### src/rtl/pmftl_ram.sv
module pmftl_ram #(
  parameter int Width = 8,
  parameter int Depth = 16,
  localparam int AddrW = $clog2(Depth)
) (
  input  logic             clk_i,
  input  logic             we_i,
  input  logic [AddrW-1:0] waddr_i,
  input  logic [Width-1:0] wdata_i,
  input  logic [AddrW-1:0] raddr_i,
  output logic [Width-1:0] rdata_o
);

  logic [Width-1:0] mem_q [Depth];

  // One write port, one registered read port
  always_ff @(posedge clk_i) begin
    if (we_i) begin
      mem_q[waddr_i] <= wdata_i;
    end
    rdata_o <= mem_q[raddr_i];
  end

endmodule

### config.mk
export PLATFORM = sky130hd
export DESIGN_NAME = pmftl_ram
export DESIGN_NICKNAME = d
export VERILOG_FILES = /design/src/rtl/pmftl_ram.sv
export SDC_FILE = /design/constraint.sdc
export NUM_CORES = 1
export LEC_CHECK = 0
export ABC_AREA = 1
export ABC_CLOCK_PERIOD_IN_PS = 1900
export BUFFER_PORTS_ARGS = -buffer_cell sky130_fd_sc_hd__buf_2
export CAP_MARGIN = 20
export CORE_MARGIN = 2
export CORE_UTILIZATION = 65
export DETAILED_ROUTE_END_ITERATION = 16
export PLACE_DENSITY = 0.95
export SLEW_MARGIN = 20
export SYNTH_ARGS = -nofsm -noshare
export SYNTH_HDL_FRONTEND = slang
export SYNTH_SLANG_ARGS = --single-unit
### constraint.sdc
create_clock -name clk_i -period 1.9 [get_ports clk_i]
set_clock_uncertainty 0.05 [all_clocks]
set_input_delay 0.19 -clock clk_i [delete_from_list [all_inputs] [get_ports clk_i]]
set_output_delay 0.19 -clock clk_i [all_outputs]
set_load 0.01 [all_outputs]
### Yosys cells after proc, flatten, opt, wreduce, memory -nomap -nowiden

Memories as Yosys holds them, arrays and structs flattened. A register that Yosys moved wholly into a read port is not among the register bits.
Index checks and enable logic that the tools add are counted.

| operators by class | value |
|---|---|
| mux-type cells | 2 |

Operator list:

| operator | number |
|---|---|
| two-way mux 1 bit | 2 |

| word-level totals | value |
|---|---|
| memories | 1 |
| output and inout bits | 8 |
| register bits after elaboration | 0 |
| input port bits | 18 |
| bits in writable memories | 128 |
| logic and storage cells | 3 |

Memory list:

| memory | words | width | rd ports | clocked after Yosys merged registers in | write ports | line | RTL |
|---|---|---|---|---|---|---|---|
| mem_q | 16 | 8 | 1 | 1 | 1 | 14 | `logic [Width-1:0] mem_q [Depth];` |

### Longest topological paths before layout

Gate-level depths: netlist of the first run.

| logic depth | value |
|---|---|
| depth in word-level cells | 2 |
| depth in mapped cells | 8 |
| gate-level depth less buffers | 7 |

### Worst setup path after synthesis of the first run

Ideal clock, no wire load.

| timing path | value |
|---|---|
| kind | in2reg |
| from | input waddr_i[2] |
| to | memory mem_q[10][0], enable pin |
| slack | 0.709 ns |
| stages on the path | 2 |
| data arrival time | 0.771 ns |
| setup time | 0.370 ns |
| required time | 1.480 ns |
| path buffers | 0 |
| cell sequence | nand3b_1 -> nor2_1 |

RTL lines:

| item | line | RTL |
|---|---|---|
| start, declared | 8 | `input logic [AddrW-1:0] waddr_i,` |
| end, declared | 14 |  |

No word-level cell before the write port.

### Final worst setup path of the first run

| timing path | value |
|---|---|
| from | register rdata_o[2], read port of mem_q |
| to | output rdata_o[2] |

RTL lines:

| item | line | RTL |
|---|---|---|
| start, declared | 11 | `output logic [Width-1:0] rdata_o` |

No word-level cell between the ends.

==> results.md, run 1 <==
Clock tree:
- The number of buffers inserted to repair setup after CTS is 0.
- The clock tree from TritonCTS is done.
- The tree is rooted in a sky130_fd_sc_hd__clkbuf_8.
- After clock tree synthesis, the repair step resized 0 gates.
- The clock transition time at the flip-flop clock pins of the worst setup and hold paths is 0.06 ns.
- The insertion delay to the later sink of the worst-skew pair is between 0.5 and 0.6 ns.
- The number of levels the H-tree was split into is 4.
- The number of buffers created by CTS is 17.
- For this design, the CTS-stage hold fixing added 0 buffers.
- The buffer levels on the longest clock path is 2.
- The number of clock sinks is between 100 and 150.

Critical path:
- The startpoint of the lowest-slack register-to-register path is mem_q[0][6]$_DFFE_PP_.
- Data on the critical path arrives at its endpoint at 1.09 ns.
- The signal on the critical path passes through buf_2.
- The register-to-register setup slack is 0.70 ns.
- In this run the worst path has a maximum fanout of 1.
- In this run the worst setup path begins at rdata_o[2]$_DFF_P_.
- STA classifies the critical path endpoint as an output pin.
- The largest stage delay on the critical path is 0.40 ns.
- The slowest stage of the critical path belongs to the cell sky130_fd_sc_hd__dfxtp_1.
- The kind of start point of the critical path is a register.
- The buffers plus inverters on the worst setup path is 1.
- STA puts the critical path data required time at approximately 1.7 ns.
- By startpoint and endpoint, the worst setup path is classified as register to output pin.
- The category of cells accounting for the largest share of critical-path delay is flip-flops.

Logic synthesis:
- Summed over all instances, the cell type with the most area after synthesis is sky130_fd_sc_hd__edfxtp_1.
- When the netlist entered floorplanning its net count stood at 569.
- Summing the areas of all compound-gate instances in the mapped netlist gives 0% of the synthesized area.
- The cell area that synthesis handed to floorplanning was 5767 µm².
- By area the synthesized netlist is led by sky130_fd_sc_hd__edfxtp_1 (67%), sky130_fd_sc_hd__nand2_1 (11%), sky130_fd_sc_hd__nand3_1 (8.4%), sky130_fd_sc_hd__inv_1 (6.5%), sky130_fd_sc_hd__dfxtp_1 (2.8%).
- The proportion of synthesized chip area in sequential cells is 69.43%.
- After synthesis, the largest family of logic cells by area is simple AND/OR/NAND/NOR gates.
- The post-synthesis average cell area is 10.47 µm².
- After technology mapping, the gate count stands at between 500 and 600.
- The synthesized design contains roughly 140 register bits.
- For this run, the number of Yosys warnings is 0.
- Of the total synthesized cell area, the portion taken by XOR and XNOR cells is 0%.
- After Yosys synthesis, full adders, half adders and majority gates account for 0% of the synthesized area.
- The area share of the largest cell type after synthesis is 66.65%.
- Of the total synthesized cell area, the portion taken by AND, OR, NAND and NOR gates is between 20% and 30%.
- Of the post-synthesis cell area, the part taken by muxes is 0%.
- The synthesized netlist contains 12 unique library cells.

Detailed routing:
- Dividing the detail-routed wire length by the instance count gives ~20 µm.
- The count of nets left with antenna violations once routing finished came out at 0.
- The initial detailed-routing violation count is 662.
- The total wirelength of the detailed-routed design is 14180 µm.
- The average via count per standard cell is 5.982.
- The number of vias in the routed layout is 4241.
- The number of DRC violations after detailed routing is 0.
- The pre-antenna-repair detailed-routing pass consisted of 8 iterations.

Die:
- The horizontal extent of the die is 98.19 µm.
- The core region area is 8678 µm².
- The die area is 9641 µm².
- The floorplan has 34 rows.
- The starting utilization of the core area is 66.45%.
- The die span in y is between 90 and 100 µm.
- Pin placement for this block handled 26 I/O pins.

Placed design:
- Detailed placement finished with a half-perimeter wire length of 7752 µm.
- Buffers placed on the I/O ports in this run total 25.
- The cell area after placement is 5988 µm².
- The congestion estimate from routability-driven global placement came to between 0.9 and 1.
- Before CTS, the worst setup slack after placement is roughly 0.38 ns.

Power and ir drop:
- IR analysis of the VDD net gives a maximum drop of 0.7292 mV.
- In this run the static leakage power is 2.868 nW.
- Power spread over the standard cell area amounts to 1049 nW/µm².

Cells and area:
- In the layout the commonest cells are sky130_fd_sc_hd__nand2_1 (173), sky130_fd_sc_hd__edfxtp_1 (128), sky130_fd_sc_hd__inv_1 (100).
- The fill cell total of the finished layout is 502.
- The number of nets in the final layout is 606.
- The layout cell share with drive strength beyond 1 is 12.65%.
- Summing all non-filler instances in the final layout gives an area of 6545 µm².
- Summing all flip-flop and latch instances after layout gives between 4000 and 5000 µm².
- Compared with the post-synthesis result, the final layout area differs by 13.50%.
- The number of antenna diodes in the final layout is 0.
- The area taken by multi-input logic gates is 1214 µm².
- The library cell used most frequently in the layout, excluding fill and tap cells, is sky130_fd_sc_hd__nand2_1.

Worst hold path:
- The hold path startpoint is raddr_i[3].
- The worst min-delay path class is input pin to register.

STA:
- The highest achievable clock rate is 0.7516 GHz.
- The actual transition at the worst max-transition pin is 0.7778 ns.
- The normalized max-slew margin is 47.95%.
- The final-report setup violation count is 0.
- Setup repair after global routing left no endpoint under its margin.
- After layout, the worst setup slack is about 0.57 ns.
- The clock period could shrink to between 1 and 1.5 ns.
- The final number of hold-violating endpoints came to 0.
- The count of pins over their slew limit came to 0.
- The worst path uses between 70% and 80% of the clock period.
- The final total negative setup slack is 0 ns.

GRT:
- The via count of the first global-routing pass was 4014.
- The wire length of the first global-routing pass is 21820 µm.
- The number of antenna violations at the first check in global routing is 0.
- Entering global routing, the biggest net connects 40 pins.
- Global routing used 31.03% of the available tracks.
- The overall overflow remaining after global route is 0.

Outcome:
- The flow ran to the end, and the final reports show no timing, DRC or antenna violations.

Run:
- The count of maximum capacitance violations is 0.
flip-flops by register name (all words and copies together), names as in the netlist:
signal	count
rdata_o	8
mem_q	128
kinds of logic after synthesis:
family	after synthesis
buffers and inverters	126
DFF	136
and+or+nand+nor	289
cells in the mapped netlist (all sizes together):
cell and n:
buf 24, dfxtp 8, edfxtp 128, inv 102, nand2 173, nand3 97, nand3b 2, nor2 17
through the flow:
stage,power [W],instances,utilization (%),hold slack (ns)
6_report,0.006863,709,75.42,0.01224
5_1_grt,0.007038,709,75.42,0.006360
4_1_cts,0.006845,709,75.42,0.0002189
3_5_place_dp,0.003832,677,69.00,0.5362
3_3_place_gp,0.003810,677,69.00,0.5336
2_1_floorplan,0.003679,551,-,0.2389
final timing paths:
| check | end | depth (start not counted) |
|---|---|---|
| setup / recovery | rdata_o[2] | 1 |
| hold / removal | rdata_o[5]$_DFF_P_ | 3 |
| setup reg to reg | rdata_o[6]$_DFF_P_ | 6 |
| hold reg to reg | rdata_o[5]$_DFF_P_ | 6 |
layer usage:
| metal | track usage (%) | vias up | routed length [µm] |
|---|---|---|---|
| met2 | 49.16 | 381 | 6809 |
| met4 | 16.02 | 0 | 857 |
| met1 | 40.09 | 1928 | 4810 |
| li1 | - | 1847 | - |
| met5 | 0 | - | 0 |
| met3 | 8.089 | 85 | 1701 |
power breakdown:
group          switching (W)  internal [W]
sequential         0.0000274       0.00335
clock                0.00130       0.00176
combinational       0.000304      0.000114
total                0.00164       0.00523
area by class of cell:
| type | count | area share, % |
|---|---|---|
| Tap cell | 108 | 2.065 |
| Sequential cell | 136 | 61.17 |
| Inverter | 102 | 5.850 |
| Clock buffer | 17 | 6.328 |
| Clock inverter | 15 | 2.179 |
| Multi-Input combinational cell | 289 | 18.54 |
| Timing Repair Buffer | 42 | 3.862 |
No activity file was read; power rests on OpenSTA's default activity.
==> inputs of run 2 (changes only) <==
--- a/config.mk
+++ b/config.mk
@@ -6,13 +6,13 @@
 export NUM_CORES = 1
 export LEC_CHECK = 0
 export ABC_AREA = 1
-export ABC_CLOCK_PERIOD_IN_PS = 1900
+export ABC_CLOCK_PERIOD_IN_PS = 1250
 export BUFFER_PORTS_ARGS = -buffer_cell sky130_fd_sc_hd__buf_2
 export CAP_MARGIN = 20
 export CORE_MARGIN = 2
-export CORE_UTILIZATION = 65
+export CORE_UTILIZATION = 61
 export DETAILED_ROUTE_END_ITERATION = 16
-export PLACE_DENSITY = 0.95
+export PLACE_DENSITY = 0.91
 export SLEW_MARGIN = 20
 export SYNTH_ARGS = -nofsm -noshare
 export SYNTH_HDL_FRONTEND = slang
==> constraint.sdc (replaced) <==
create_clock -name clk_i -period 1.25 [get_ports clk_i]
set_clock_uncertainty 0.05 [all_clocks]
set_input_delay 0.125 -clock clk_i [delete_from_list [all_inputs] [get_ports clk_i]]
set_output_delay 0.125 -clock clk_i [all_outputs]
set_load 0.01 [all_outputs]
==> run 2 against run 1 <==
Net effect:
- global-route usage shrank 2.2 points
- sequential power increased by 52%
- via count is 2.2% lower
- critical endpoint is now rdata_o[0]
- worst setup slack got worse by 0.50 ns
- utilization decreased by 1.0 points
- non-clock buffer count rose by 19
- sequential share of layout area down 2.6 points
- largest cell class unchanged
- count of clock-buffer cells in the layout up 1
- register-to-register slack lost 0.58 ns
==> results.md, run 2 (same netlist as run 1, synthesis figures left out) <==
Power and ir drop:
- The sequential cell fraction of total power is 46.2% (-3.1 points).
- The clock group share of total power is 47.5% (+2.9 points).
- The fraction of power consumed by combinational cells is 6.3% (+0.2 points).
- The reported net switching power is 0.002351 W (+44%).
- The design internal power is 0.008747 W (+67%).
- The total power per unit cell area came to 1622 nW/µm² (+55%).
- The maximum vdd drop was 1.436 mV (+97%).
- The switching part of the total is 21.19% (-2.6 points).
- The total leakage power was 3.007 nW (+4.9%).

Cells and area:
- The fraction of the core area covered by cells at the end of the flow is 74.38% (-1.0 points).
- The number of flip-flops under the largest register name came to 128 (unchanged).
- The leading cell type in the layout, fill and taps excluded is sky130_fd_sc_hd__nand2_1.
- The number of nets in the final layout is 625 (+3.1%).
- The number of antenna repair diodes is 0 (unchanged).
- In the final layout, the registers with the most flip-flops are mem_q x128, rdata_o x8.
- The library cells used most frequently in the layout, excluding fill and tap cells, are sky130_fd_sc_hd__nand2_1 (173), sky130_fd_sc_hd__edfxtp_1 (128), sky130_fd_sc_hd__inv_1 (100).
- From synthesis to final layout, the design area changed by 18.62%.
- The layout cell share with drive strength beyond 1 is 13.25% (+0.60 points).
- The register with the most flip-flops in the final layout is mem_q.

STA:
- The count of pins over their slew limit came to 0 (unchanged).
- The highest achievable clock rate is 0.8480 GHz.
- The minimum clock period is 1.179 ns.
- The normalized max-slew margin was 74.28% (+26 points).
- Setup repair after global routing left no endpoint under its margin.
- The final-report setup violation count is 0 (unchanged).
- The actual transition at the worst max-transition pin is 0.3858 ns (-0.3920 ns).
- The worst path uses 94.34% of the clock period.
- The final number of hold-violating endpoints is 0 (unchanged).
- The post-route worst hold slack came to 0.1173 ns (+0.1050 ns).
- The slack of the critical path is 0.07072 ns (-0.4987 ns).

Critical path:
- The worst setup path is launched from a register.
- The master of the slowest instance on the critical path is sky130_fd_sc_hd__dfxtp_1.
- Walking the worst path, the cells encountered are buf_2.
- The critical path data arrival time is 1.00 ns (-0.09 ns).
- The largest stage delay on the critical path is 0.35 ns (-0.05 ns).
- The data required time at the worst endpoint came to 1.08 ns (-0.58 ns).
- The type of element capturing the critical path is an output pin.
- The critical-path maximum fanout came to 1 (unchanged).
- The buffers plus inverters on the worst setup path is 1 (unchanged).
- The setup path with the least slack is of type register to output pin.
- The cell family contributing the most delay on the critical path is flip-flops.

Clock tree:
- The clock transition time at the flip-flop clock pins of the worst setup and hold paths is 0.06 ns (about the same).
- The number of buffers created by CTS is 17 (unchanged).
- TritonCTS built the clock tree.
- The tree is rooted in a sky130_fd_sc_hd__clkbuf_8.
- The number of clock sinks is 136 (unchanged).
- The number of buffers inserted to repair setup after CTS is 0 (unchanged).
- The post-CTS resize count is 0 (unchanged).
- The buffer levels on the longest clock path is 2 (unchanged).
- The hold buffer count at CTS is 9 (+9).
- The insertion delay to the later sink of the worst-skew pair was 0.53 ns (about the same).
- The number of levels the H-tree was split into came to 4 (unchanged).

GRT:
- The largest net degree at the start of global routing was 34 (-15%).
- The overall overflow remaining after global route was 0 (unchanged).
- The aggregate global-route resource usage is 28.80% (-2.2 points).
- The wire length of the first global-routing pass is 21390 µm (-2.0%).
- The number of antenna violations at the first check in global routing was 0 (unchanged).
- The via count of the first global-routing pass is 4110 (+2.4%).

Die:
- The die span in y is 101.2 µm (+3.1%).
- The number of core rows came to 35 (+2.9%).
- The starting utilization of the core area is 62.71% (-3.7 points).
- The die area is 10250 µm² (+6.3%).
- The number of top-level design ports was 26 (unchanged).
- The core region area was 9196 µm² (+6.0%).
- The horizontal extent of the die was 101.2 µm (+3.1%).

Placed design:
- The placement-stage worst setup slack is -0.01726 ns (-0.3994 ns).
- The routability congestion estimate was 0.8612 (-4.4%).
- The count of port buffers added during placement is 25 (unchanged).
- The half-perimeter wire length after detailed placement came to 7751 µm (about the same).

Detailed routing:
- The number of DRC violations after detailed routing came to 0 (unchanged).
- The initial detailed-routing violation count was 517 (-22%).
- The number of vias in the routed layout came to 4147 (-2.2%).
- The average detailed-routed wire length per instance is 18.51 µm (-7.5%).
- The iteration count of the initial detailed-routing pass is 5 (-3).
- The remaining number of nets flagged by the antenna check after routing came to 0 (unchanged).
- The average via count per standard cell is 5.681 (-5.0%).
- The total wirelength of the detailed-routed design was 13510 µm (-4.7%).

Worst hold path:
- The worst min-delay path class is input pin to register.

Outcome:
- The flow ran to the end, and the final reports show no timing, DRC or antenna violations.

Run:
- The count of maximum capacitance violations is 0 (unchanged).
## run 2: final timing paths
check                          from            endpoint  slack [ns]  cells past startpoint
max              rdata_o[0]$_DFF_P_          rdata_o[0]        0.07                      1
min                      raddr_i[2]  rdata_o[7]$_DFF_P_        0.12                      6
max reg2reg   mem_q[1][3]$_DFFE_PP_  rdata_o[3]$_DFF_P_        0.12                      6
min reg2reg  mem_q[14][3]$_DFFE_PP_  rdata_o[3]$_DFF_P_        0.63                      6
## run 2: layout make-up
| type | instances | area, µm² |
|---|---|---|
| clock buffer | 18 | 417.9 |
| sequential | 136 | 4004 |
| multi-input combinational | 289 | 1214 |
| timing repair buffer | 61 | 480.5 |
| tap | 111 | 138.9 |
| inverter | 102 | 382.9 |
| fill | 553 | 2356 |
| clock inverter | 13 | 202.7 |
## run 2: layer usage
metal	global-route usage, %	vias up	share of wire [%]
li1	-	1887	-
met1	38.13	1964	39
met2	46.20	277	49
met3	8.489	19	10
met4	9.875	0	1.6
met5	0	-	0
## run 2: through the flow
stage / area [µm²] / instances / setup TNS (ns) / power (W)
after floorplan: 5767 / 551 / 0 / 0.005592
after global routing: 6840 / 730 / 0 / 0.01138
after CTS: 6840 / 730 / 0 / 0.01108
final: 6840 / 730 / 0 / 0.01110
after global placement: 6130 / 690 / 0 / 0.005838
after detailed placement: 6130 / 690 / -0.01726 / 0.005868
## run 2: power groups by stage
stage	combinational (W)	clock [W]	sequential, W
3_5_place_dp	0.000647	0	0.00522
6_report	0.000694	0.00528	0.00513
5_1_grt	0.000754	0.00549	0.00514
4_1_cts	0.000683	0.00527	0.00513
2_1_floorplan	0.000360	0	0.00523
3_3_place_gp	0.000621	0	0.00522
