<file path="src/rtl/pmftl_pkg.sv">
package pmftl_pkg;

  // Geometry
  localparam int NumBlocks      = 64;
  localparam int BlkW           = $clog2(NumBlocks);
  localparam int BlkIdW         = BlkW + 1;
  localparam int PagesPerBlock  = 16;
  localparam int SlotW          = $clog2(PagesPerBlock);
  localparam int FillW          = SlotW + 1;
  localparam int NumStreams     = 4;
  localparam int StrW           = $clog2(NumStreams);
  localparam int PagesPerStream = 1024;
  localparam int PageW          = $clog2(PagesPerStream);
  localparam int KeyW           = StrW + PageW;
  localparam int LocW           = BlkW + SlotW;
  localparam int MapW           = LocW + 1;

  // Field and counter widths
  localparam int EraseW  = 32;
  localparam int TsW     = 64;
  localparam int CntW    = 48;
  localparam int UseW    = BlkIdW;
  localparam int RelW    = 10;
  localparam int ErsW    = 6;
  localparam int LimitW  = 6;

  localparam logic [LimitW-1:0] LimitReset = LimitW'(56);
  localparam logic [BlkIdW-1:0] NoBlock    = BlkIdW'(NumBlocks);

  // Result status codes
  localparam logic StatusOk        = 1'b0;
  localparam logic StatusExhausted = 1'b1;

  // Command codes
  localparam logic CmdWrite = 1'b0;
  localparam logic CmdTrim  = 1'b1;

  // Per-block bookkeeping, one memory word per block
  typedef struct packed {
    logic              in_use;
    logic [TsW-1:0]    last;
    logic [EraseW-1:0] erase;
    logic [StrW-1:0]   owner;
    logic [FillW-1:0]  live;
    logic [FillW-1:0]  fill;
  } meta_t;

  localparam int MetaW = $bits(meta_t);

  // Running best of a block scan, handed to the compare unit
  typedef struct packed {
    logic              free_mode;
    logic              best_vld;
    logic [FillW-1:0]  best_live;
    logic [TsW-1:0]    best_last;
    logic [EraseW-1:0] best_erase;
  } cmp_req_t;

endpackage

</file>
<file path="src/rtl/pmftl_cmp.sv">
module pmftl_cmp import pmftl_pkg::*; (
  input  cmp_req_t req_i,
  input  meta_t    cand_i,
  output logic     take_o
);

  logic elig;
  logic less;

  // Free pick: fewest erases. Victim pick: fewest live, oldest, fewest erases.
  always_comb begin
    if (req_i.free_mode) begin
      elig = !cand_i.in_use;
      less = cand_i.erase < req_i.best_erase;
    end else begin
      elig = cand_i.in_use && (cand_i.fill == FillW'(PagesPerBlock)) &&
             (cand_i.live != FillW'(PagesPerBlock));
      less = (cand_i.live < req_i.best_live) ||
             ((cand_i.live == req_i.best_live) &&
              ((cand_i.last < req_i.best_last) ||
               ((cand_i.last == req_i.best_last) && (cand_i.erase < req_i.best_erase))));
    end
    take_o = elig && (!req_i.best_vld || less);
  end

endmodule

</file>
<file path="config.mk">
export PLATFORM = sky130hd
export DESIGN_NAME = pmftl_cmp
export DESIGN_NICKNAME = d
export VERILOG_FILES = /design/src/rtl/pmftl_pkg.sv /design/src/rtl/pmftl_cmp.sv
export SDC_FILE = /design/constraint.sdc
export NUM_CORES = 1
export LEC_CHECK = 0
export BUFFER_PORTS_ARGS = -buffer_cell sky130_fd_sc_hd__clkbuf_2
export CAP_MARGIN = 20
export CORE_MARGIN = 1.5
export CORE_UTILIZATION = 41
export DETAILED_ROUTE_END_ITERATION = 12
export PLACE_DENSITY = 0.91
export SLEW_MARGIN = 20
export SYNTH_ARGS = -nofsm -noshare
export SYNTH_HDL_FRONTEND = slang
export SYNTH_SLANG_ARGS = --single-unit
export TNS_END_PERCENT = 1
</file>
<file path="constraint.sdc">
create_clock -name vclk -period 2.4
set_clock_uncertainty 0.2 [all_clocks]
set_input_delay 0.12 -clock vclk [all_inputs]
set_output_delay 0.12 -clock vclk [all_outputs]
set_load 0.005 [all_outputs]
</file>
-- Yosys cells after proc, flatten, opt, wreduce, memory -nomap -nowiden
Index checks and enable logic that the tools add are counted.
- $add $sub $neg: 0
- multipliers: 0
- divide/modulo/power cells: 0
- magnitude comparators: 3
- equal/unequal tests: 4
- shifts and indexed selects: 0
- muxes and demuxes: 2
- bitwise gates (word level): 0
- reduce and logical (&&, ||, !) cells: 10
- operators with widths (operator ; count):
    $eq A64 B64 Y1 ; 1
    $lt A64 B64 Y1 ; 1
    $lt A32 B32 Y1 ; 1
    $eq A5 B5 Y1 ; 1
    $eq A5 B5 Y1 const B ; 1
    $logic_and A1 B1 Y1 ; 5
    $lt A5 B5 Y1 ; 1
    $ne A5 B5 Y1 const B ; 1
    $logic_or A1 B1 Y1 ; 3
    $logic_not A1 Y1 ; 2
    $mux W1 ; 2
- register bits: 0
- bits in latches: 0
- RAM bits: 0
- ROM bits: 0
- bits of input ports: 212
- output and inout bits: 1
- word-level logic and storage cells: 19
- memories: 0

-- Logic depth before layout (Yosys ltp)
Gate-level depths: netlist (run 1).
- depth after elaboration: 8
- mapped depth: 9
- gate-level depth less buffers: 9

-- Worst setup path before layout (run 1)
No wires, ideal clock.
- kind: input to output
- from: input req_i[89] in the netlist's numbering
- to: output take_o
- arrival: 1.705 ns
- data required time: 2.080 ns
- setup slack: 0.375 ns
- stages: 9
- path buffers: 0
- cells stage by stage: inv_1 > ha_1 > a21o_1 > nand3_1 > a21oi_1 > or4_1 > nor4b_1 > a31oi_1 > o21ai_1
- cells in the longest elaborated chain, start to end: 8
- elaborated cells on any way between the ends: 9
- classes of those cells: order compare: 1; eq/ne: 1; mux: 1; reduce/logical: 6
- RTL lines (element ; RTL line ; text):
    from (decl) ; pmftl_cmp.sv:2 ; input cmp_req_t req_i,
    parallel branches: the longest is 2 deep, another holds $lt A64 B64 Y1 ; -- ;
    $logic_or A1 B1 Y1 * ; pmftl_cmp.sv:20 ; ((cand_i.last < req_i.best_last) ||
    $logic_and A1 B1 Y1 * ; pmftl_cmp.sv:19 ; ((cand_i.live == req_i.best_live) &&
    $logic_or A1 B1 Y1 * ; pmftl_cmp.sv:18 ; less = (cand_i.live < req_i.best_live) ||
    $mux W1 * ; pmftl_cmp.sv:12 ; if (req_i.free_mode) begin
    $logic_or A1 B1 Y1 * ; pmftl_cmp.sv:23 ; take_o = elig && (!req_i.best_vld || less);
    $logic_and A1 B1 Y1 * ; pmftl_cmp.sv:23 ;
    to (decl) ; pmftl_cmp.sv:4 ; output logic take_o
Every way passes the cells marked *.

-- Final worst setup path (run 1)
- from: input cand_i[101] in the netlist's numbering
- to: output take_o
- cells in the longest elaborated chain, start to end: 8
- elaborated cells on any way between the ends: 9
- classes of those cells: order compare: 1; eq/ne: 1; mux: 1; reduce/logical: 6
- RTL lines (element ; RTL line ; text):
    from (decl) ; pmftl_cmp.sv:3 ; input meta_t cand_i,
    parallel branches: the longest is 2 deep, another holds $lt A64 B64 Y1 ; -- ;
    $logic_or A1 B1 Y1 * ; pmftl_cmp.sv:20 ;
    $logic_and A1 B1 Y1 * ; pmftl_cmp.sv:19 ;
    $logic_or A1 B1 Y1 * ; pmftl_cmp.sv:18 ;
    $mux W1 * ; pmftl_cmp.sv:12 ;
    $logic_or A1 B1 Y1 * ; pmftl_cmp.sv:23 ;
    $logic_and A1 B1 Y1 * ; pmftl_cmp.sv:23 ;
Marks and branches as above.

==> flow_metrics.py, run 1 <==
metrics = {
    "run_status": {
        "status": "complete, no violations",
    },
    "layout": {
        "drive_above_1_share_pct": 42.9,
        "design_area_um2": 4030,
        "layout_commonest_cell": "clkbuf_2",
        "nFillCells": 499,
        "design.seq.count": 0,
        "clkbuf_count": 0,
        "antenna_cells": 0,
        "register_area_um2": 0,
        "mostFrequentLayoutCells": "clkbuf_2, inv_1, ha_1",
        "fin_nets": 890,
        "syn_to_final_growth_pct": 54.8,
    },
    "sta": {
        "maxSlewHeadroom_pct": 73.1,
        "rsz0062_at_grt": "yes",
        "min_period_over_period_pct": 95.5,
        "setup_viol": 0,
        "worst_slew_pin_slew_ps": 400,
        "fmax_ghz": 0.436,
        "drv_slew": 0,
        "hold_viol": 0,
        "timing.final.crit_period_ps": 2290,
        "fin_hold_ws_ps": 524,
    },
    "global_route": {
        "grt_pass1_vias": 3182,
        "grt_max_degree": 5,
        "grt_usage_pct": 22.2,
        "grt_overflow": 0,
        "grt_pass1_wl_um": 12100,
        "antenna_found_initial": 0,
    },
    "drt": {
        "antenna_left": 0,
        "totalWireLength_um": 8690,
        "wl_per_cell_um": 13.3,
        "drc": 0,
        "vias": 3330,
        "viasPerCell": 5.12,
        "drt_pass1_iterations": 4,
        "drt-initial-drc-count": 56,
    },
    "flow_run": {
        "maxCapViolCount": 0,
    },
    "place": {
        "dp_hpwl_um": 7900,
        "globalplace.congestion": 0.856,
        "placed_cell_area_um2": 3760,
        "portBuffers": 211,
    },
    "synthesis": {
        "yosys.area_share.simple_pct": 17.9,
        "synth_top_family_by_area": "adder cells",
        "synth.area.mux_share_pct": 0,
        "synth-xor-area-share_pct": 0,
        "yosysTopAreaCell": "ha_1",
        "netlist-cell-type-count": 34,
        "ys_seq_area_share_pct": 0,
        "synth_warnings": 0,
        "synth_top_area_share_pct": 48.1,
        "synth-compound-area-share_pct": 19.2,
        "synth_nets": 675,
        "synth_area_leaders": "ha_1, inv_1, a21oi_1, nand4_1, a21o_1",
        "synthCells": 363,
        "syn_area_per_cell_um2": 7.16,
        "syn-cell-area_um2": 2600,
        "synth-adder-area-share_pct": 48.1,
    },
    "floorplanning": {
        "initial_core_util_pct": 43.1,
        "die-area_um2": 6830,
        "rows": 28,
        "fp.dieH_um": 82.6,
        "io_pins": 213,
        "die_w_um": 82.6,
        "core_area_um2": 6030,
    },
    "critical_path": {
        "cp_max_fo": 2,
        "arrival_ps": 1970,
        "end_kind": "primary output",
        "critPathKind": "input pin to primary output",
        "endpoint": "take_o",
        "crit_path_start": "cand_i[101]",
        "cp.required_ps": 2080,
        "worstSetupStartpointType": "input pin",
    },
    "min_path": {
        "min-delay-path-class": "input pin to primary output",
        "worstHoldPathCells": 5,
    },
    "power_and_ir_drop": {
        "power.total_uw": 611,
        "ir_worst_vdd_mv": 0.0934,
        "power_leakage_nw": 2.58,
        "powerDensity_nw_per_um2": 152,
    },
}
routing by layer:
layer	vias to the layer above	routed length, um	global-route usage, %
li1	1695	-	-
met1	1467	3040	20.5
met2	140	4810	49.1
met3	28	536	2.20
met4	0	302	6.50
met5	-	0	0
cell usage after synthesis (2+ instances only):
cell and count:
nand3_1 9, o21ai_0 10, inv_1 102, a21o_1 11
a211oi_1 5, nand4_1 17, a21oi_1 36, nor4_1 3
and4_1 2, ha_1 100, nor4b_1 2, a21boi_0 4
nand4_2 3, o21ai_1 3, nor2_1 12, o211ai_1 2
nand2_1 20, nor2b_1 5, a221oi_1 2
worst max-delay path: stages:
cell and delay [ps]:
clkbuf_2 110, ha_4 290, nand4_4 120, nor4_4 350
nand3_2 150, nor4_4 310, o41ai_2 130, a31oi_1 170
o21ai_1 70, buf_2 140
through the flow:
stage | TNS [ps] | setup WS (ps) | cells | utilization, %
after floorplan | 0 | 375 | 363 | -
after global placement | -87.7 | -87.7 | 651 | 62.5
after detailed placement | -122 | -122 | 651 | 62.5
after CTS | 0 | 22.9 | 651 | 62.6
after global routing | -37.6 | -37.6 | 651 | 66.8
final | 0 | 107 | 651 | 66.8
final cells by class:
type / count / area (um2) / area share (%)
Inverter: 102 / 385 / 9.57
Multi-Input combinational cell: 261 / 2430 / 60.3
Tap cell: 75 / 93.8 / 2.33
Timing Repair Buffer: 213 / 1120 / 27.8
power by group:
part           internal, mW  total (mW)  leakage (nW)  switching [mW]
combinational         0.324       0.611          2.58           0.286
sequential                0           0             0               0
clock                     0           0             0               0
logic make-up after synthesis:
group | after synthesis
buffers and inverters | 102
adder cells (fa/ha/maj) | 100
AO/OA/AOI/OAI | 81
AND/OR/NAND/NOR | 80
how the worst min path moves through the flow:
| stage | from | endpoint | slack [ps] |
|---|---|---|---|
| global placement | req_i[101] | take_o | 520 |
| floorplan | req_i[102] | take_o | 260 |
| finish | req_i[101] | take_o | 520 |
| CTS | req_i[101] | take_o | 530 |
| detailed placement | req_i[101] | take_o | 530 |
| global route | req_i[101] | take_o | 560 |
timing repair:
action,in CTS,in global routing
hold buffers,0,0
pin swaps,2,15
setup buffers,0,1
setup endpoints to repair,1,1
gates resized for setup,1,39
Power figures use the tool's default switching activity.
==> inputs of run 2 (changes only) <==
==> constraint.sdc (replaced) <==
create_clock -name vclk -period 2.2
set_clock_uncertainty 0.2 [all_clocks]
set_input_delay 0.11 -clock vclk [all_inputs]
set_output_delay 0.11 -clock vclk [all_outputs]
set_load 0.005 [all_outputs]
==> flow_metrics.py, run 2 (synthesis gave the netlist of run 1 again) <==
metrics = {
    "floorplanning": {
        "die-area_um2": 6830,
        "die_w_um": 82.6,
        "initial_core_util_pct": 43.1,
        "core_area_um2": 6030,
        "io_pins": 213,
        "rows": 28,
        "fp.dieH_um": 82.6,
    },
    "sta": {
        "min_period_over_period_pct": 103,
        "fmax_ghz": 0.443,
        "timing.final.crit_period_ps": 2260,
        "fin_ws_ps": -59.6,
        "hold_viol": 0,
        "maxSlewHeadroom_pct": 79.3,
        "setup_viol": 1,
        "drv_slew": 0,
        "worst_slew_pin_slew_ps": 306,
        "fin_hold_ws_ps": 512,
        "rsz0062_at_grt": "yes",
    },
    "place": {
        "globalplace.congestion": 0.859,
        "dp_slack_ps": -218,
        "dp_hpwl_um": 7960,
        "dp_cells": 657,
        "portBuffers": 211,
    },
    "layout": {
        "multi_input_area_um2": 2400,
        "syn_to_final_growth_pct": 53.8,
        "final_cell_count_no_fill": 657,
        "fin_nets": 896,
        "nFillCells": 504,
        "clkbuf_count": 0,
        "mostFrequentLayoutCells": "clkbuf_2, inv_1, ha_1",
        "register_area_um2": 0,
        "design.seq.count": 0,
        "drive_above_1_share_pct": 43.3,
        "layout_commonest_cell": "clkbuf_2",
        "post-route-util_pct": 66.3,
        "antenna_cells": 0,
    },
    "critical_path": {
        "critPathKind": "input pin to primary output",
        "crit_chain": "clkbuf_2 -> ha_4 -> a21o_1 -> nand3_2 -> a21oi_2 -> or4_4 -> nor4b_4 -> a31oi_1 -> o21ai_1 -> buf_2",
        "arrival_ps": 1950,
        "end_kind": "primary output",
        "cpPeakStageDelay_ps": 550,
        "worstSetupStartpointType": "input pin",
        "cp.required_ps": 1890,
        "cp_max_fo": 2,
        "critical-path-slowest-cell": "or4_4",
    },
    "drt": {
        "antenna_left": 0,
        "vias": 3406,
        "totalWireLength_um": 8910,
        "drt-initial-drc-count": 60,
        "viasPerCell": 5.18,
        "wl_per_cell_um": 13.6,
        "drt_pass1_iterations": 6,
        "drc": 0,
    },
    "run_status": {
        "violations": "negative setup slack",
        "status": "finished with violations",
    },
    "flow_run": {
        "maxCapViolCount": 0,
    },
    "global_route": {
        "grt_max_degree": 5,
        "grt_usage_pct": 24.9,
        "grt_pass1_vias": 3529,
        "grt_pass1_wl_um": 13500,
        "antenna_found_initial": 0,
        "grt_overflow": 0,
    },
    "power_and_ir_drop": {
        "power_switching_share_pct": 47.7,
        "intPower_uw": 351,
        "pwr-share-seq_pct": 0,
        "p_switching_uw": 320,
        "ir_worst_vdd_mv": 0.100,
        "power_leakage_nw": 2.59,
        "pwr-share-comb_pct": 100.0,
        "power.share.clock_pct": 0,
        "power.total_uw": 672,
        "powerDensity_nw_per_um2": 168,
    },
    "min_path": {
        "min-delay-path-class": "input pin to primary output",
    },
    "clock_tree": {
        "postCtsSetupBuffers": 0,
        "cts_hold_buf": 0,
    },
}
-- run 2: path summary, 6_finish.rpt --
check | slack (ps) | cells after the start | from | endpoint
worst min-delay path | 510 | 5 | req_i[101] | take_o
worst max-delay path | -60 | 10 | cand_i[101] | take_o
-- run 2: final cells by class --
type | count | area share (%)
multi-input cells | 261 | 60.2
inverters | 102 | 9.58
repair buffers | 219 | 27.9
well taps | 75 | 2.35
-- run 2: power by group through the flow --
stage	registers, mW	logic, mW	clock network (mW)
final	0	0.672	0
after global routing	0	0.764	0
after CTS	0	0.657	0
after detailed placement	0	0.615	0
after global placement	0	0.575	0
after floorplan	0	0.318	0
-- run 2: per-layer routing --
metal | up-vias | GRT usage [%] | share of wire [%]
met5 | - | 0 | 0
met4 | 0 | 10.2 | 3.8
met3 | 34 | 2.64 | 6.0
met2 | 164 | 55.0 | 56
met1 | 1502 | 21.8 | 34
li1 | 1706 | - | -
-- run 2: worst max-delay path, delay by kind of cell --
family	cells	cell delay, ps
AO/OA/AOI/OAI	4	480
adder cells (fa/ha/maj)	1	240
AND/OR/NAND/NOR	3	860
buffers and inverters	2	250
-- run 2: timing repair --
action                                  in CTS  in global routing
pin swaps                                   21                  5
endpoints found under the hold margin        0                  0
endpoints found under the setup margin       1                  1
resized for setup                           23                  7
-- run 2: stage by stage --
step           setup TNS (ps)  cell area [um2]
6_report                -59.6             4000
5_1_grt                  -127             4000
4_1_cts                 -30.3             3970
3_3_place_gp             -162             3810
2_1_floorplan               0             2600
3_5_place_dp             -218             3810
==> inputs of run 3 (changes only) <==
--- a/config.mk
+++ b/config.mk
@@ -5,12 +5,13 @@
 export SDC_FILE = /design/constraint.sdc
 export NUM_CORES = 1
 export LEC_CHECK = 0
+export ABC_AREA = 1
 export BUFFER_PORTS_ARGS = -buffer_cell sky130_fd_sc_hd__clkbuf_2
 export CAP_MARGIN = 20
 export CORE_MARGIN = 1.5
-export CORE_UTILIZATION = 41
+export CORE_UTILIZATION = 42
 export DETAILED_ROUTE_END_ITERATION = 12
-export PLACE_DENSITY = 0.91
+export PLACE_DENSITY = 0.92
 export SLEW_MARGIN = 20
 export SYNTH_ARGS = -nofsm -noshare
 export SYNTH_HDL_FRONTEND = slang
==> flow_metrics.py, run 3 <==
metrics = {
    "run_status": {
        "status": "complete, no violations",
    },
    "synthesis": {
        "netlist-cell-type-count": 26,
        "synthCells": 443,
        "yosys-top-cells-count": "inv_1, nand2_1, ha_1",
        "synth_nets": 755,
        "synth-adder-area-share_pct": 46.0,
        "synth-xor-area-share_pct": 0,
        "synth.area.mux_share_pct": 0,
        "syn-cell-area_um2": 2720,
        "synth-compound-area-share_pct": 13.1,
        "synth_top_area_share_pct": 46.0,
        "synth_area_leaders": "ha_1, inv_1, nand2_1, a21oi_1, nor2_1",
        "synth_warnings": 0,
        "syn_area_per_cell_um2": 6.14,
        "synthMostInstantiatedCell": "inv_1",
        "yosysTopAreaCell": "ha_1",
        "synth_top_family_by_area": "adder cells",
        "ys_seq_area_share_pct": 0,
        "yosys.area_share.simple_pct": 23.8,
    },
    "drt": {
        "viasPerCell": 4.74,
        "antenna_left": 0,
        "totalWireLength_um": 7960,
        "vias": 3475,
        "drt-initial-drc-count": 48,
        "wl_per_cell_um": 10.9,
        "drc": 0,
        "drt_pass1_iterations": 4,
    },
    "sta": {
        "drv_slew": 0,
        "min_period_over_period_pct": 96.5,
        "setup_viol": 0,
        "fmax_ghz": 0.471,
        "hold_viol": 0,
        "tns_ps": 0,
        "fin_ws_ps": 77.6,
        "worst_slew_pin_slew_ps": 371,
        "rsz0062_at_grt": "yes",
        "timing.final.crit_period_ps": 2120,
        "maxSlewHeadroom_pct": 74.6,
        "fin_hold_ws_ps": 267,
    },
    "global_route": {
        "grt_pass1_wl_um": 12500,
        "grt_max_degree": 5,
        "grt_overflow": 0,
        "grt_usage_pct": 20.5,
        "antenna_found_initial": 0,
        "grt_pass1_vias": 3448,
    },
    "critical_path": {
        "arrival_ps": 1810,
        "worstSetupStartpointType": "input pin",
        "cp_num_buf_inv": 4,
        "crit_path_frequent_cell": "nand2_1",
        "cp_max_fo": 2,
        "crit_chain": "clkbuf_2 -> inv_1 -> ha_4 -> nand2_1 -> inv_2 -> nand3_2 -> nor2_2 -> and3_4 -> nand2_2 -> nor2_2 -> nand3_1 -> nand2_1 -> nand2_1 -> nand2_1 -> nand2_2 -> a21oi_2 -> clkbuf_2",
        "cp.required_ps": 1890,
        "end_kind": "primary output",
        "cpPeakStageDelay_ps": 260,
        "critical-path-slowest-cell": "ha_4",
        "cp_top_family": "simple AND/OR/NAND/NOR gates",
        "critPathKind": "input pin to primary output",
    },
    "min_path": {
        "min-delay-path-class": "input pin to primary output",
        "min_to": "take_o",
        "worstHoldPathCells": 3,
        "holdCritStartpoint": "req_i[101]",
    },
    "place": {
        "dp_slack_ps": 61.9,
        "dp_cells": 731,
        "dp_hpwl_um": 7360,
        "portBuffers": 211,
        "globalplace.congestion": 0.818,
    },
    "layout": {
        "register_area_um2": 0,
        "design.seq.count": 0,
        "mostFrequentLayoutCells": "clkbuf_2, inv_1, nand2_1",
        "final_cell_count_no_fill": 733,
        "layout_commonest_cell": "clkbuf_2",
        "drive_above_1_share_pct": 38.3,
        "antenna_cells": 0,
        "clkbuf_count": 0,
        "nFillCells": 558,
        "post-route-util_pct": 64.3,
        "syn_to_final_growth_pct": 49.2,
        "fin_nets": 970,
    },
    "floorplanning": {
        "die_w_um": 83.5,
        "die-area_um2": 6970,
        "initial_core_util_pct": 43.1,
        "rows": 29,
        "io_pins": 213,
        "fp.dieH_um": 83.5,
        "core_area_um2": 6310,
    },
    "flow_run": {
        "maxCapViolCount": 0,
    },
    "clock_tree": {
        "cts_hold_buf": 0,
    },
    "power_and_ir_drop": {
        "powerDensity_nw_per_um2": 166,
        "power_leakage_nw": 2.77,
        "ir_worst_vdd_mv": 0.111,
    },
}
[run 3: cell types whose count changed in the layout (fill, tap and decap cells not counted), moves of 4 or more]
cell,change
nand4_1,-14
a21oi_1,+8
nor2_2,+4
inv_1,+18
a21o_1,-10
buf_4,-6
nor2_1,+13
nor2b_1,-5
nand2_1,+79
a21boi_0,-4
[run 3: cell families (layout without fill, tap and decap cells)]
group / Yosys count / in the layout
fa+ha+maj: 100 / 100
compound gates: 66 / 66
simple gates: 153 / 153
buf+inv: 124 / 337
[run 3: how the worst max path moves through the flow]
stage	from	to	slack [ps]	cells past startpoint
3_5_place_dp	req_i[91]	take_o	60	17
2_1_floorplan	req_i[79]	take_o	530	16
5_1_grt	req_i[53]	take_o	-90	17
6_report	req_i[91]	take_o	80	17
4_1_cts	req_i[91]	take_o	60	17
3_3_place_gp	req_i[91]	take_o	130	17
[run 3: worst min-delay path: stages]
cell and delay [ps]:
clkbuf_2 100, a21oi_2 50, clkbuf_2 100
[run 3: layer usage]
layer / vias up / wire, um / global-route usage [%]
met5: - / 0 / 0
met4: 0 / 84 / 3.58
met3: 10 / 406 / 2.37
met2: 105 / 4490 / 44.1
met1: 1520 / 2980 / 20.8
li1: 1840 / - / -
[run 3: what timing repair did]
item | 4_1_cts | 5_1_grt
setup endpoints to repair | 0 | 1
setup buffers | 0 | 2
gates resized for setup | 0 | 31
[run 3: area by class of cell]
| type | count | area (um2) | share of cell area (%) |
|---|---|---|---|
| inverter | 124 | 468 | 11.5 |
| multi-input combinational | 319 | 2410 | 59.3 |
| timing repair buffer | 213 | 1090 | 26.8 |
| tap | 77 | 96.3 | 2.37 |
[run 3: power by group]
group	internal, mW	leakage (nW)	switching [mW]
Clock	0	0	0
Sequential	0	0	0
Combinational	0.343	2.77	0.331
Total	0.343	2.77	0.331
[run 3: stage by stage]
stage	area [um2]	total power, mW
6_report	4060	0.673
5_1_grt	4060	0.779
4_1_cts	3870	0.632
3_5_place_dp	3870	0.628
3_3_place_gp	3870	0.591
2_1_floorplan	2720	0.348
